### config.mk
export PLATFORM = sky130hd
export DESIGN_NAME = dlte_ctrl
export DESIGN_NICKNAME = d
export VERILOG_FILES = /design/src/rtl/core/dlte_pkg.sv /design/src/rtl/core/dlte_ctrl.sv
export VERILOG_INCLUDE_DIRS = /design/src /design/src/rtl/core
export SDC_FILE = /design/constraint.sdc
export NUM_CORES = 1
export LEC_CHECK = 0
export ABC_AREA = 0
export ABC_CLOCK_PERIOD_IN_PS = 11070
export BUFFER_PORTS_ARGS = -buffer_cell sky130_fd_sc_hd__buf_2
export CAP_MARGIN = 20
export CORE_UTILIZATION = 40
export DETAILED_ROUTE_END_ITERATION = 8
export PLACE_DENSITY = 0.58
export SETUP_SLACK_MARGIN = 0.5
export SLEW_MARGIN = 10
export SYNTH_ARGS = -nofsm -noshare
export SYNTH_HDL_FRONTEND = slang
export SYNTH_SLANG_ARGS = --single-unit
### constraint.sdc
create_clock -name aclk -period 11.07 [get_ports aclk]
set_input_delay 1.107 -clock aclk [delete_from_list [all_inputs] [get_ports aclk]]
set_output_delay 1.107 -clock aclk [all_outputs]
set_load 0.03 [all_outputs]
### src/rtl/core/dense_layer_train_engine_macros.svh
// ----------------------------------------------------------------------------
// Assertion macros for the dense layer training engine
// Implication checks sampled on aclk, muted while aresetn is low.
// ----------------------------------------------------------------------------
`ifndef DENSE_LAYER_TRAIN_ENGINE_MACROS_SVH
`define DENSE_LAYER_TRAIN_ENGINE_MACROS_SVH

// same-cycle implication
`define DLTE_ASSERT_IMP(label, ante, cons, msg) \
    label: assert property (@(posedge aclk) disable iff (!aresetn) (ante) |-> (cons)) \
        else $error(msg);

// next-cycle implication
`define DLTE_ASSERT_NEXT(label, ante, cons, msg) \
    label: assert property (@(posedge aclk) disable iff (!aresetn) (ante) |=> (cons)) \
        else $error(msg);

`endif

### src/rtl/core/dlte_pkg.sv
// ----------------------------------------------------------------------------
// dlte_pkg
// Shared sizes, codes, control structs and saturation for the layer engine.
// ----------------------------------------------------------------------------
`default_nettype none

package dlte_pkg;

    localparam int MAX_IN     = 64;
    localparam int MAX_OUT    = 64;
    localparam int DATA_WIDTH = 16;
    localparam int IDX_W      = 6;
    localparam int CNT_W      = 7;
    localparam int ADDR_W     = 2 * IDX_W;
    localparam int LR_W       = 16;
    localparam int MUL_W      = DATA_WIDTH + 1;
    localparam int PROD_W     = 2 * MUL_W;
    localparam int ACC_W      = 2 * DATA_WIDTH + IDX_W + 2;
    localparam int CFG_A_W    = 2;
    localparam int CFG_D_W    = 16;
    localparam int S_TDATA_W  = 32;
    localparam int M_TDATA_W  = 24;

    localparam logic [CFG_A_W-1:0] CFG_IN_COUNT   = 2'd0;
    localparam logic [CFG_A_W-1:0] CFG_OUT_COUNT  = 2'd1;
    localparam logic [CFG_A_W-1:0] CFG_LEARN_RATE = 2'd2;

    typedef enum logic [2:0] {
        ACT_LOAD_W = 3'd0,
        ACT_LOAD_B = 3'd1,
        ACT_FWD    = 3'd2,
        ACT_BWD    = 3'd3,
        ACT_UPD    = 3'd4
    } action_t;

    typedef enum logic [1:0] {
        KIND_FWD = 2'd0,
        KIND_BWD = 2'd1,
        KIND_UPD = 2'd2
    } kind_t;

    typedef struct packed {
        logic              clear;
        logic [ADDR_W-1:0] clear_addr;
        logic              store;
        logic              issue;
        kind_t             op;
        logic [IDX_W-1:0]  row;
        logic [IDX_W-1:0]  col;
        logic              first;
        logic              emit;
        logic              last;
        logic              out_load;
        logic [LR_W-1:0]   learn_rate;
    } dlte_cmd_t;

    typedef struct packed {
        logic res_ready;
        logic out_free;
    } dlte_status_t;

    localparam logic signed [ACC_W-1:0] SAT_MAX = ACC_W'(2 ** (DATA_WIDTH - 1) - 1);
    localparam logic signed [ACC_W-1:0] SAT_MIN = -SAT_MAX - ACC_W'(1);

    function automatic logic [DATA_WIDTH-1:0] sat_data(input logic signed [ACC_W-1:0] a);
        logic [DATA_WIDTH-1:0] r;
        if (a > SAT_MAX) begin
            r = SAT_MAX[DATA_WIDTH-1:0];
        end else if (a < SAT_MIN) begin
            r = SAT_MIN[DATA_WIDTH-1:0];
        end else begin
            r = a[DATA_WIDTH-1:0];
        end
        return r;
    endfunction

endpackage

`default_nettype wire

### src/rtl/core/dlte_ctrl.sv
// ----------------------------------------------------------------------------
// dlte_ctrl
// Configuration registers, clearing sweep and the loop sequencer.
// ----------------------------------------------------------------------------
`default_nettype none

`include "dense_layer_train_engine_macros.svh"

module dlte_ctrl (
    input  wire logic                          aclk,
    input  wire logic                          aresetn,
    input  wire logic                          cfg_we,
    input  wire logic [dlte_pkg::CFG_A_W-1:0]  cfg_addr,
    input  wire logic [dlte_pkg::CFG_D_W-1:0]  cfg_wdata,
    input  wire logic                          s_valid,
    output logic                               s_ready,
    input  wire logic [2:0]                    in_action,
    input  wire logic [dlte_pkg::IDX_W-1:0]    in_row,
    input  wire logic [dlte_pkg::IDX_W-1:0]    in_col,
    output dlte_pkg::dlte_cmd_t                cmd,
    input  wire dlte_pkg::dlte_status_t        status
);
    import dlte_pkg::*;

    typedef enum logic [3:0] {
        ST_CLEAR = 4'b0001,
        ST_IDLE  = 4'b0010,
        ST_RUN   = 4'b0100,
        ST_WAIT  = 4'b1000
    } state_t;

    state_t            state_reg, state_next;
    logic [ADDR_W-1:0] clr_reg, clr_next;
    kind_t             op_reg, op_next;
    logic [IDX_W-1:0]  outer_reg, outer_next, inner_reg, inner_next;
    logic [CNT_W-1:0]  in_count_reg, out_count_reg;
    logic [LR_W-1:0]   lr_reg;

    logic [CNT_W-1:0] n_in, n_out, n_outer, n_inner;
    logic             inner_end, outer_end, s_fire, trigger;

    function automatic logic [CNT_W-1:0] clamp(input logic [CNT_W-1:0] c,
                                               input logic [CNT_W-1:0] mx);
        logic [CNT_W-1:0] r;
        if (c == '0) begin
            r = CNT_W'(1);
        end else if (c > mx) begin
            r = mx;
        end else begin
            r = c;
        end
        return r;
    endfunction

    always_ff @(posedge aclk) begin
        if (!aresetn) begin
            in_count_reg  <= CNT_W'(MAX_IN);
            out_count_reg <= CNT_W'(MAX_OUT);
            lr_reg        <= LR_W'(655);
        end else if (cfg_we) begin
            case (cfg_addr)
                CFG_IN_COUNT:   in_count_reg  <= cfg_wdata[CNT_W-1:0];
                CFG_OUT_COUNT:  out_count_reg <= cfg_wdata[CNT_W-1:0];
                CFG_LEARN_RATE: lr_reg        <= cfg_wdata[LR_W-1:0];
                default: ;
            endcase
        end
    end

    assign n_in    = clamp(in_count_reg, CNT_W'(MAX_IN));
    assign n_out   = clamp(out_count_reg, CNT_W'(MAX_OUT));
    assign n_outer = (op_reg == KIND_BWD) ? n_in : n_out;
    assign n_inner = (op_reg == KIND_BWD) ? n_out : n_in;

    assign inner_end = ({1'b0, inner_reg} == (n_inner - CNT_W'(1)));
    assign outer_end = ({1'b0, outer_reg} == (n_outer - CNT_W'(1)));

    assign s_ready = (state_reg == ST_IDLE);
    assign s_fire  = s_valid && s_ready;

    always_comb begin
        case (action_t'(in_action))
            ACT_FWD: trigger = ({1'b0, in_col} == (n_in - CNT_W'(1)));
            ACT_BWD: trigger = ({1'b0, in_row} == (n_out - CNT_W'(1)));
            ACT_UPD: trigger = 1'b1;
            default: trigger = 1'b0;
        endcase
    end

    always_comb begin
        state_next = state_reg;
        clr_next   = clr_reg;
        op_next    = op_reg;
        outer_next = outer_reg;
        inner_next = inner_reg;

        cmd            = '0;
        cmd.op         = op_reg;
        cmd.row        = (op_reg == KIND_BWD) ? inner_reg : outer_reg;
        cmd.col        = (op_reg == KIND_BWD) ? outer_reg : inner_reg;
        cmd.first      = (inner_reg == '0);
        cmd.last       = outer_end;
        cmd.emit       = inner_end && ((op_reg != KIND_UPD) || outer_end);
        cmd.learn_rate = lr_reg;
        cmd.clear_addr = clr_reg;

        case (state_reg)
            ST_CLEAR: begin
                cmd.clear = 1'b1;
                clr_next  = clr_reg + ADDR_W'(1);
                if (clr_reg == '1) begin
                    state_next = ST_IDLE;
                end
            end
            ST_IDLE: begin
                cmd.store = s_fire;
                if (s_fire && trigger) begin
                    case (action_t'(in_action))
                        ACT_FWD: op_next = KIND_FWD;
                        ACT_BWD: op_next = KIND_BWD;
                        default: op_next = KIND_UPD;
                    endcase
                    outer_next = '0;
                    inner_next = '0;
                    state_next = ST_RUN;
                end
            end
            ST_RUN: begin
                cmd.issue = 1'b1;
                if (inner_end) begin
                    inner_next = '0;
                    if (cmd.emit) begin
                        state_next = ST_WAIT;
                    end else begin
                        outer_next = outer_reg + IDX_W'(1);
                    end
                end else begin
                    inner_next = inner_reg + IDX_W'(1);
                end
            end
            ST_WAIT: begin
                // hold until the result is in and the output slot is free
                if (status.res_ready && status.out_free) begin
                    cmd.out_load = 1'b1;
                    if (outer_end) begin
                        state_next = ST_IDLE;
                    end else begin
                        outer_next = outer_reg + IDX_W'(1);
                        state_next = ST_RUN;
                    end
                end
            end
            default: begin
                state_next = ST_IDLE;
            end
        endcase
    end

    always_ff @(posedge aclk) begin
        if (!aresetn) begin
            state_reg <= ST_CLEAR;
            clr_reg   <= '0;
            op_reg    <= KIND_FWD;
            outer_reg <= '0;
            inner_reg <= '0;
        end else begin
            state_reg <= state_next;
            clr_reg   <= clr_next;
            op_reg    <= op_next;
            outer_reg <= outer_next;
            inner_reg <= inner_next;
        end
    end

    `DLTE_ASSERT_IMP(a_load_has_result, cmd.out_load, status.res_ready, "output load without result")
    `DLTE_ASSERT_IMP(a_inner_bound, state_reg == ST_RUN, {1'b0, inner_reg} < n_inner, "inner index out of range")
    `DLTE_ASSERT_NEXT(a_emit_waits, (state_reg == ST_RUN) && cmd.emit, state_reg == ST_WAIT, "emit not followed by wait")

endmodule

`default_nettype wire

==> impl_metrics.py <==
metrics = {
    "yosys": {
        "synth_seq_cells": 60,
        "ys.flop_type": "dfxtp_1",
        "synth-edff-count": 0,
        "synth_cells": 507,
        "syn_nets": 554,
        "yosysSeqAreaShare_pct": 29.94,
        "yosys_warnings": 0,
        "synth-async-reset-ratio_pct": 0,
        "yosysUniqueCellTypes": 62,
        "synth_area_per_cell_um2": 7.912,
        "syn_area_um2": 4011,
    },
    "timing": {
        "rsz0062_at_grt": "no",
        "whs_ns": 0.4647,
        "slew_viol_final": 0,
        "finalSetupViolCount": 0,
        "fmax_mhz": 208.8,
        "slew_headroom_pct": 30.83,
        "finClkSkew_ns": 0.01251,
        "tightest_slew_ns": 1.038,
        "fin_tns_setup_ns": 0,
        "min_period_over_period_pct": 43.26,
        "hold_viol_final": 0,
        "period_minus_slack_ns": 4.789,
    },
    "cells_and_area": {
        "instances_no_fill": 714,
        "nets": 623,
        "layout-drive-gt1-share_pct": 21.34,
        "largest_register_ffs": 16,
        "area_growth_pct": 16.94,
        "final_core_util_pct": 48.21,
        "diodes": 0,
    },
    "clock_tree": {
        "ctsResizeCount": 0,
        "cts.sinks": 60,
        "tritoncts": "built",
        "clk_pin_slew_ns": 0.08,
        "cts-root-buf": "clkbuf_8",
        "clock_latency_ns": 0.34,
        "cts.path.max_buffers": 2,
        "htree_levels": 3,
        "ctsHoldBuffers": 0,
        "cts_setup_buffers": 0,
        "cts_buffers": 9,
    },
    "global_route": {
        "grt_pass1_vias": 3454,
        "grt_max_degree": 62,
        "grt.total_usage_pct": 21.58,
        "grt-ovfl-total": 0,
        "antenna_found_initial": 0,
        "grt_pass1_wl_mm": 17.54,
    },
    "pwr": {
        "p_leak_nw": 2.016,
        "intPower_mw": 0.3337,
        "p_clk_share_pct": 39.8,
        "p_total_mw": 0.4683,
        "p_sw_mw": 0.1345,
        "powerDensity_nw_per_um2": 99.83,
        "power_switching_share_pct": 28.73,
        "seqPwrFrac_pct": 48.5,
        "combPwrFrac_pct": 11.7,
        "max-vdd-ir-drop_mv": 0.06709,
    },
    "outcome": {
        "status": "finished clean",
    },
    "place": {
        "hpwl_mm": 7.892,
        "portBuffers": 88,
        "placed_cells": 698,
        "globalplace.congestion": 0.8381,
    },
    "drt": {
        "wl_per_cell_um": 14.94,
        "viasPerCell": 5.273,
        "routed_wirelength_mm": 10.67,
        "drt-pass1-iter-count": 5,
        "drt_iter0_drc": 197,
        "drtAntennaViolNets": 0,
        "drc": 0,
        "via_count": 3765,
    },
    "setup_path": {
        "critPathKind": "reg2out",
        "cp.required_ns": 9.96,
        "worstPathMaxFanout": 28,
        "end_kind": "output pin",
        "critPathLaunchType": "register",
        "arrival_ns": 3.68,
    },
    "floorplanning": {
        "dieWidth_um": 102.1,
        "start_util_pct": 41.23,
        "io_pins": 89,
        "die_h_um": 102.1,
        "core_area_um2": 9729,
        "core.rowCount": 36,
        "die_area_um2": 10430,
    },
    "hold_path": {
        "min_path_type": "reg2reg",
    },
    "job": {
        "maxCapViolCount": 0,
    },
}
[cell usage after synthesis (9+ instances only)]
cell | count | share of area, %
nand2_1 | 92 | 8.6
dfxtp_1 | 60 | 30
nor2b_1 | 30 | 4.7
clkbuf_1 | 29 | 2.7
mux2i_1 | 25 | 6.2
xnor2_1 | 21 | 4.6
nand3_1 | 20 | 2.5
o21ai_0 | 20 | 2.5
nor2_1 | 19 | 1.8
a21boi_0 | 16 | 3.0
and2_1 | 14 | 2.2
a21oi_1 | 13 | 1.6
xor2_1 | 12 | 2.6
inv_1 | 9 | 0.84
[power groups by stage]
stage               clock network, mW  registers [mW]  logic (mW)
global route                    0.201           0.228      0.0612
finish                          0.186           0.227      0.0548
detailed placement                  0           0.232      0.0550
global placement                    0           0.232      0.0540
floorplan                           0           0.236      0.0323
CTS                             0.192           0.227      0.0552
[critical path: stages, from the launching register on]
cell      delay [ns]
dfxtp_1         0.42
nand2b_1        0.83
mux2i_1         0.33
ha_1            0.30
mux4_2          0.31
or4_1           0.52
nand3_1         0.10
nand3_1         0.15
a21oi_1         0.18
buf_2           0.22
[metal layers]
layer  part of all wire [%]  up-vias  global-route usage [%]  wire length [µm]
met5                      0        -                       0                 0
met4                    2.2        0                   6.813               235
met3                    4.1       16                   5.062               441
met2                     46       74                   34.54              4898
met1                     48     1754                   28.69              5092
li1                       -     1921                       -                 -
[cell usage in the layout (no fill, tap or decap), types with 8 or more instances in the layout]
master,Yosys,final
dfxtp_1,60,60
xnor2_1,21,21
inv_1,9,9
mux2i_1,25,25
nor2b_1,30,30
nand2_1,92,92
o21ai_0,20,20
a21boi_0,16,16
and2_1,14,14
buf_2,0,88
nor2_1,19,19
clkbuf_8,0,10
ha_1,8,8
nand3_1,20,20
a211oi_1,8,8
a21oi_1,13,13
xor2_1,12,12
nor3_1,8,8
[cell families after synthesis]
family                   Yosys count  synth area share [%]
flip-flops                        60                 29.94
AND/OR/NAND/NOR                  238                 31.04
buffers and inverters             43                 4.366
multiplexers                      31                 8.203
adder cells (fa/ha/maj)            8                 2.495
AO/OA/AOI/OAI                     93                 16.16
XOR/XNOR                          34                 7.798
[final timing paths]
check                      end  cells past startpoint  slack, ns        startpoint
hold reg to reg      lr_reg[1]                      2       0.46         lr_reg[1]
setup reg to reg  outer_reg[4]                     11       6.89  out_count_reg[6]
setup / recovery       cmd[18]                      9       6.28         op_reg[1]
hold / removal       lr_reg[1]                      2       0.46         lr_reg[1]
[area by class of cell]
class	count	area, µm²
well taps	133	166.4
inverters	10	38.79
fillers	1018	5039
multi-input cells	404	2635
repair buffers	91	462.9
clock inverters	6	48.80
flip-flops and latches	60	1201
clock buffers	10	137.6
[per-stage QoR]
step	cell area (µm²)	setup slack, ns
final	4691	6.281
after global routing	4691	5.910
after detailed placement	4504	6.652
after floorplan	4011	6.678
after CTS	4691	6.266
after global placement	4504	6.681
No activity file was read; power rests on OpenSTA's default activity.
